## config.mk

```make
export PLATFORM = sky130hd
export DESIGN_NAME = enq_ram
export DESIGN_NICKNAME = d
export VERILOG_FILES = /design/src/rtl/enq_ram.sv
export SDC_FILE = /design/constraint.sdc
export NUM_CORES = 1
export LEC_CHECK = 0
export BUFFER_PORTS_ARGS = -buffer_cell sky130_fd_sc_hd__buf_2
export CELL_PAD_IN_SITES_DETAIL_PLACEMENT = 0
export CELL_PAD_IN_SITES_GLOBAL_PLACEMENT = 1
export CORE_MARGIN = 2
export CORE_UTILIZATION = 52
export DETAILED_ROUTE_END_ITERATION = 16
export PLACE_DENSITY_LB_ADDON = 0.1
export SYNTH_ARGS = -nofsm -noshare
export SYNTH_HDL_FRONTEND = slang
export SYNTH_SLANG_ARGS = --single-unit
```

## constraint.sdc

```tcl
create_clock -name clk_i -period 7.49 [get_ports clk_i]
set_input_delay 1.1235 -clock clk_i [delete_from_list [all_inputs] [get_ports clk_i]]
set_output_delay 1.1235 -clock clk_i [all_outputs]
set_load 0.02 [all_outputs]
```

## src/rtl/enq_ram.sv

```systemverilog
// Generic single-write, single-read RAM with registered read data.
module enq_ram #(
  parameter int unsigned WIDTH = 16,
  parameter int unsigned DEPTH = 64,
  localparam int unsigned AW = (DEPTH > 1) ? $clog2(DEPTH) : 1
) (
  input  logic             clk_i,
  input  logic             we_i,
  input  logic [AW-1:0]    waddr_i,
  input  logic [WIDTH-1:0] wdata_i,
  input  logic [AW-1:0]    raddr_i,
  output logic [WIDTH-1:0] rdata_o
);

  logic [WIDTH-1:0] mem [DEPTH];

  always_ff @(posedge clk_i) begin
    if (we_i) begin
      mem[waddr_i] <= wdata_i;
    end
    rdata_o <= mem[raddr_i];
  end

endmodule

```

==> impl_results.md <==
- Status: completed
- Largest area contributor in the netlist: edfxtp_1
- Fin crit share: 0.514
- CTS tree: done
- Vias in the first global route: between 15,000 and 20,000
- Cts hold-fix bufs: 0
- RSZ-0062 raised after global routing: false
- Core area: 76,100 um2
- Critical path, cell by cell: buf_8 -> buf_12 -> mux4_2 -> mux2i_1 -> a22oi_1 -> a31oi_1 -> a311oi_1
- PortBufs: 45
- Share of layout cells above drive strength 1: 0.264
- H-tree depth: 3
- Worst min path class: reg -> reg
- Syn Area/Cell: between 20 and 25 um2
- EDFF count, synth: 1,024
- CTS max path bufs: 3
- Yosys Warn Count: 0
- Post-Syn Area: 40,000 um2
- Setup violations, final: 0
- DR vias/cell: 6.17
- Largest net degree at the start of global routing: 120
- Final min period: about 3.9 ns
- Ys flop type: edfxtp_1
- Worst-path clk slew: 0.06 ns
- Die X: 281 um
- # clock sinks: 1,040
- Skew-Pair Late Insertion Delay: 0.67 ns
- Lkg Pwr: about 14 nW
- Tot GR Track Use: 0.249
- Initial antenna violation count: 7
- Synthesized netlist cell count: around 1,800
- Gpl congestion: 0.796
- Bufs and invs on worst path: 2
- Die ar.: 79,200 um2
- Final count of hold timing violations: 0
- Post-synthesis sequential area ratio: 0.776
- Final setup margin: 3.64 ns
- Nets@finish: 1,996
- Vias post-DR: 19,000
- # rows: 101
- Synth cell types: 43
- DRC: 0
- Wirelength per Cell: 31.2 um
- Total grt overflow: 0
- CP Launch Type: input pin
- FMAX: about 260 MHz
- Synth async-reset ratio: 0
- First drt pass iteration count: 5
- Power per cell area: 272 nW/um2
- Slew Limit Fails: 0
- Post-route ant nets: 0
- CP top delay family: multiplexers
- Post_cts resized: 0
- Synth Register Bits: 1,040
- Placement Setup Slack: between 3 and 4 ns
- Area growth, synth to finish: 12.4%
- Worst-path maximum fanout: 96
- Share of the synthesized area in the top cell type: 0.768
- Maxcap violations: 0
- Worst Setup Path Type: in -> reg
- Req. time, crit path: around 8 ns
- Initial Util: 0.526
- CP endpoint kind: flop
- Utilization after layout: 0.591
- Total CTS buffers: 106
- Synth top area cells: edfxtp_1, mux4_2, mux2i_1
- DRT Wirelength: 96,400 um
- Iter 0 DRT Violations: approximately 2,100
- Die height: about 280 um
- Register area: a little over 30,000 um2
- Fin cells: a little over 3,000
- Worst Max-Slew Pin Slew: 1.23 ns
- Overall Power: roughly 12 mW
- Setup bufs post-CTS: 0
- Relative slew slack: 0.179
- Root buf cell: clkbuf_16
- Max Clock Skew: 0.0227 ns
- Peak supply drop: between 0.15 and 0.2 mV
- Max incr delay on CP: 0.61 ns
- Area occupied by multi-input gates: 8260 um2
- Global-route wire length before repair: 138,000 um
- Cell count after placement: 2,888
- Setup TNS: 0 ns
- Ports: 46
- Post-DP HPWL: 54,600 um
- Fillers: 5,576
- Arrival @ worst endpoint: approximately 4.3 ns
- Syn nets: approximately 1,900
- CP max-delay cell: mux4_2
through the flow:
step	hold slack, ns	cell area (um2)
final	0.868	45000
after global routing	0.918	45000
after CTS	0.877	45000
after detailed placement	0.863	41600
after global placement	0.836	41600
after floorplan	0.750	40000
path summary, 6_finish.rpt:
path	start	to	slack, ns	cells after the start
setup / recovery	raddr_i[0]	rdata_o[4]$_DFF_P_	3.64	7
hold / removal	mem[24][10]$_DFFE_PP_	rdata_o[10]$_DFF_P_	0.87	4
setup reg to reg	mem[63][15]$_DFFE_PP_	rdata_o[15]$_DFF_P_	5.30	4
hold reg to reg	mem[24][10]$_DFFE_PP_	rdata_o[10]$_DFF_P_	0.87	4
layer usage:
| layer | track usage | share of wire | vias to the layer above | wire, um |
|---|---|---|---|---|
| li1 | - | - | 7964 | - |
| met1 | 0.353 | 0.41 | 10200 | 39100 |
| met2 | 0.382 | 0.47 | 734 | 45300 |
| met3 | 0.0595 | 0.091 | 142 | 8770 |
| met4 | 0.0891 | 0.033 | 0 | 3180 |
| met5 | 0 | 0 | - | 0 |
cells by family (layout without fill, tap and decap cells):
| kind of cell | Yosys count | after routing | synth area share |
|---|---|---|---|
| DFF | 1040 | 1040 | 0.776 |
| and+or+nand+nor | 220 | 220 | 0.0265 |
| other | 0 | 1 | 0 |
| muxes | 336 | 336 | 0.155 |
| AOI/OAI and AO/OA | 129 | 129 | 0.0241 |
| buffers and inverters | 104 | 329 | 0.0183 |
sequential cells by signal, indices dropped and copies added (netlist names):
name	count
rdata_o	16
mem	1024
power breakdown:
group | internal (mW) | switching [mW] | total (mW)
logic | 0.205 | 0.389 | 0.595
clock network | 3.03 | 2.14 | 5.17
registers | 6.44 | 0.0323 | 6.48
cell type report:
class,instances,area share
tap,1030,0.0286
multi-input combinational,685,0.184
timing repair buffer,133,0.0214
clock buffer,129,0.0632
clock inverter,67,0.0126
sequential,1040,0.691
antenna,1,0.0000556
cell usage after synthesis (4+ instances only):
master       n
a22o_1       6
a22oi_1     39
dfxtp_1     16
a21oi_1     17
and4_1       5
buf_2       36
buf_12       5
a41oi_1      5
nor2b_1     30
buf_6       17
a211o_1      8
buf_4       13
nand4_1     12
mux2i_1     85
mux2_2      27
o21ai_0      5
nand3_1     24
a221oi_1    16
edfxtp_1  1024
a211oi_1     8
a221o_1      6
nor2_1      72
a311oi_1     8
clkbuf_1    24
mux4_2     220
a31oi_1      8
mux4_1       4
nand2_1     59
tightest hold or removal path, stage by stage (launching register included):
cell,delay (ns)
edfxtp_1,0.31
mux4_2,0.23
nand2_1,0.05
nand4_1,0.07
and4_1,0.18
layout by cell type (no fill, tap or decap), drive strengths merged, types with 6 or more instances in the layout:
cell / n
clkbuf: 129
nor2b: 30
a221o: 6
o21ai: 8
a211oi: 8
a311oi: 8
edfxtp: 1024
nand2: 60
a31oi: 8
mux4: 224
bufinv: 10
a22o: 6
a22oi: 39
a21oi: 17
a211o: 8
nand4: 12
dfxtp: 16
a221oi: 16
mux2: 27
mux2i: 85
nor2: 74
clkinv: 53
buf: 133
nand3: 24
No activity file was read; power rests on OpenSTA's default activity.
