[config.mk]
export PLATFORM = sky130hd
export DESIGN_NAME = enq_dist
export DESIGN_NICKNAME = d
export VERILOG_FILES = /design/src/rtl/enq_pkg.sv /design/src/rtl/enq_dist.sv
export SDC_FILE = /design/constraint.sdc
export NUM_CORES = 2
export LEC_CHECK = 0
export BUFFER_PORTS_ARGS = -buffer_cell sky130_fd_sc_hd__buf_2
export CAP_MARGIN = 20
export CORE_MARGIN = 4
export CORE_UTILIZATION = 50
export DETAILED_ROUTE_END_ITERATION = 16
export PLACE_DENSITY = 0.67
export SLEW_MARGIN = 10
export SYNTH_ARGS = -nofsm -noshare
export SYNTH_HDL_FRONTEND = slang
export SYNTH_SLANG_ARGS = --single-unit
[constraint.sdc]
create_clock -name clk_i -period 9.93 [get_ports clk_i]
set_input_delay 1.986 -clock clk_i [delete_from_list [all_inputs] [get_ports clk_i]]
set_output_delay 1.986 -clock clk_i [all_outputs]
set_load 0.02 [all_outputs]
[src/rtl/enq_pkg.sv]
// Shared widths, codes and scan pipeline types of the neighborhood query unit.
package enq_pkg;

  localparam int unsigned MAX_POINTS_DEF = 64;
  localparam int unsigned DIMS_DEF       = 4;

  localparam int unsigned COORD_W   = 16;
  localparam int unsigned IDX_W     = 6;
  localparam int unsigned DIM_W     = 2;
  localparam int unsigned RADIUS_W  = 35;
  localparam int unsigned COUNT_W   = 7;
  localparam int unsigned CFG_IDX_W = 2;
  localparam int unsigned SQ_W      = 2 * COORD_W;

  localparam logic [CFG_IDX_W-1:0] REG_RADIUS_SQ   = CFG_IDX_W'(0);
  localparam logic [CFG_IDX_W-1:0] REG_POINT_COUNT = CFG_IDX_W'(1);

  localparam logic [COUNT_W-1:0] COUNT_RESET = COUNT_W'(64);

  typedef enum logic {
    MODE_LOAD  = 1'b0,
    MODE_QUERY = 1'b1
  } mode_e;

  // One scanned point entering the distance pipeline.
  typedef struct packed {
    logic             valid;
    logic             last;
    logic [IDX_W-1:0] idx;
  } scan_tag_t;

  // One scanned point leaving the distance pipeline.
  typedef struct packed {
    logic             valid;
    logic             hit;
    logic             last;
    logic [IDX_W-1:0] idx;
  } scan_res_t;

endpackage

[src/rtl/enq_dist.sv]
// Squared-distance pipeline: absolute difference, square, then sum and radius compare.
module enq_dist import enq_pkg::*; #(
  parameter int unsigned DIMS = DIMS_DEF
) (
  input  logic                    clk_i,
  input  logic                    rst_ni,
  input  logic [DIMS*COORD_W-1:0] qrow_i,
  input  logic [DIMS*COORD_W-1:0] row_i,
  input  scan_tag_t               tag_i,
  input  logic [RADIUS_W-1:0]     radius_i,
  output scan_res_t               res_o
);

  localparam int unsigned SUM_W = SQ_W + $clog2(DIMS);
  localparam int unsigned CMP_W = (SUM_W > RADIUS_W) ? SUM_W : RADIUS_W;

  logic signed [COORD_W:0] diff  [DIMS];
  logic [COORD_W-1:0]      mag_d [DIMS];
  logic [COORD_W-1:0]      mag_q [DIMS];
  logic [SQ_W-1:0]         sq_q  [DIMS];
  scan_tag_t               tag1_q, tag2_q;
  logic [CMP_W-1:0]        sum;

  always_comb begin
    for (int d = 0; d < DIMS; d++) begin
      diff[d] = $signed({qrow_i[d*COORD_W+COORD_W-1], qrow_i[d*COORD_W +: COORD_W]})
              - $signed({row_i[d*COORD_W+COORD_W-1], row_i[d*COORD_W +: COORD_W]});
      // magnitude of a 17-bit difference always fits in 16 bits
      mag_d[d] = diff[d][COORD_W] ? COORD_W'(-diff[d]) : COORD_W'(diff[d]);
    end
  end

  always_ff @(posedge clk_i or negedge rst_ni) begin
    if (!rst_ni) begin
      tag1_q <= '0;
      tag2_q <= '0;
    end else begin
      tag1_q <= tag_i;
      tag2_q <= tag1_q;
    end
  end

  always_ff @(posedge clk_i) begin
    for (int d = 0; d < DIMS; d++) begin
      mag_q[d] <= mag_d[d];
      sq_q[d]  <= SQ_W'(mag_q[d]) * SQ_W'(mag_q[d]);
    end
  end

  always_comb begin
    sum = '0;
    for (int d = 0; d < DIMS; d++) begin
      sum = sum + CMP_W'(sq_q[d]);
    end
  end

  assign res_o.valid = tag2_q.valid;
  assign res_o.hit   = (sum <= CMP_W'(radius_i));
  assign res_o.last  = tag2_q.last;
  assign res_o.idx   = tag2_q.idx;

endmodule

==> reports/results.ini <==
[timing]
fmax_mhz=107.5
tns_ps=0
skew_ps=20.98
slew_headroom_pct=24.87
hold_viol=0
tightest_slew_ps=1096
finalCritPeriodShare_pct=93.68
slew_violations=0
setup_violations=0
period_needed_ps=9302
rsz0062_at_grt=false

[floorplan]
die_w_um=296.9
fp.dieArea_um2=88150
die_h_um=296.9
fp-row-count=105
ios=182
fp.coreArea_um2=82370
initial_utilization_pct=50.66

[clocking]
cts_tree=done
cts_resized=0
numCtsBuffers=28
htree_levels=1
cts-root-buf=clkbuf_16
ctsHoldBuffers=0
clk_latency_ps=580
cts.path.max_buffers=3
clock_sinks=204
clk_pin_slew_worst_paths_ps=60
post_cts_buffers=0

[synth]
ys.flop_type=dfxtp_1
ys_ff_latch=204
syn-cell-area_um2=41730
ys_seq_area_share_pct=9.978
ys_types=83
synth_area_leaders=fa_1, ha_1, inv_1
synth.avg_cell_area_um2=8.834
yosysWarnings=0
synth_edf_count=0
async_flop_share_pct=7.843
synthCells=4724
yosysTopAreaCell=fa_1
synth_top_area_share_pct=33.25
synth.top_cells.by_count=inv_1, fa_1, ha_1, nand2_1, nor2_1
synth_most_common_cell=inv_1

[worst_setup_path]
slowest_delay_ps=540
crit_arrival_ps=7320
worstPathMaxFanout=5
slowest_stage=fa_1
crit_required_ps=7940
crit_type=reg -> out
critPathBufInv=2
path_common_cell=o21ai_0
end_kind=output port
crit_family=compound AO/OA/AOI/OAI gates
cp-start-kind=flop

[route]
viasPerCell=5.121
wirelength_um=92440
ant_nets=0
wl_per_cell_um=15.50
via_count=30550
drt_first_pass_iters=5
drc=0
first_iter_violations=1424

[global_routing]
grt_usage_pct=21.60
first_global_vias=32290
grt-ovfl-total=0
grt_pass1_wl_um=157900
grt_max_degree=19
antenna_found_initial=5

[placement]
port_buffers=181
gp_congestion=0.8973
dp_hpwl_um=78270

[run_status]
status=completed

[final_layout]
final_nets=6296
syn2layout_area_growth_pct=7.334
fin_util_pct=54.38
drive_gt1_share_pct=5.803

[hold_path]
hold_class=reg -> reg

[flow_run]
cap_violations=0

## state kept, by name, summed over array words and instances (netlist names)
signal and cells:
mag_q 64, res_o 8, sq_q 124, tag1_q 8
## metrics by stage
stage	hold WS (ps)	cells	cell area, um2	setup slack (ps)
2_1_floorplan	331.2	4725	41730	2029
3_3_place_gp	332.0	5911	43760	1035
3_5_place_dp	334.7	5912	43760	963.7
4_1_cts	347.4	5964	44770	279.6
5_1_grt	353.6	5964	44790	64.87
6_report	345.9	5965	44790	627.9
## per-layer routing
metal	up-vias	global-route usage (%)	wire, um	share of wire [%]
met3	124	2.914	3810	4.1
met1	14990	29.14	41710	45
met5	-	0	36	0.039
met2	474	37.19	44600	48
met4	6	4.916	2289	2.5
li1	14950	-	-	-
## kinds of logic (layout without fill, tap and decap cells)
family	after synthesis	in the layout	synth area share, %
buffers and inverters	1317	1486	11.85
adders and majority gates	1251	1251	49.98
and+or+nand+nor	997	997	11.73
AOI/OAI and AO/OA	666	666	10.35
xor gates and xnor gates	278	278	5.853
DFF	204	204	9.978
muxes	10	10	0.2609
other	1	3	0.008986
## path summary, 6_finish.rpt
path	start	end	slack, ps	cells after the start
max	sq_q[1][3]	res_o[7]	630	27
min	tag1_q[4]	res_o[4]	350	0
max reg2reg	mag_q[1][7]	sq_q[1][30]	2440	25
min reg2reg	tag1_q[4]	res_o[4]	350	0
max in group asynchronous	rst_ni	tag1_q[7]	8380	1
min in group asynchronous	rst_ni	tag1_q[6]	1300	1
## area by class of cell
class	instances	area, um2
Sequential cell	204	4164
Tap cell	1070	1339
Timing Repair Buffer	188	955.9
Inverter	1246	4677
Clock buffer	34	774.5
Clock inverter	18	231.5
Multi-Input combinational cell	3204	32650
Fill cell	7630	37580
Antenna cell	1	2.502
## cell usage in the layout (no fill, tap or decap), types with 90 or more instances in the layout
| cell | n |
|---|---|
| inv_1 | 1246 |
| fa_1 | 693 |
| ha_1 | 558 |
| nand2_1 | 300 |
| nor2_1 | 226 |
| a21oi_1 | 210 |
| and2_1 | 209 |
| xnor2_1 | 197 |
| dfxtp_1 | 188 |
| buf_2 | 182 |
| o21ai_0 | 112 |
| a21o_1 | 90 |
Power is not shown: default switching activity piles up to over one toggle a cycle in this logic, so the estimate is an artifact.
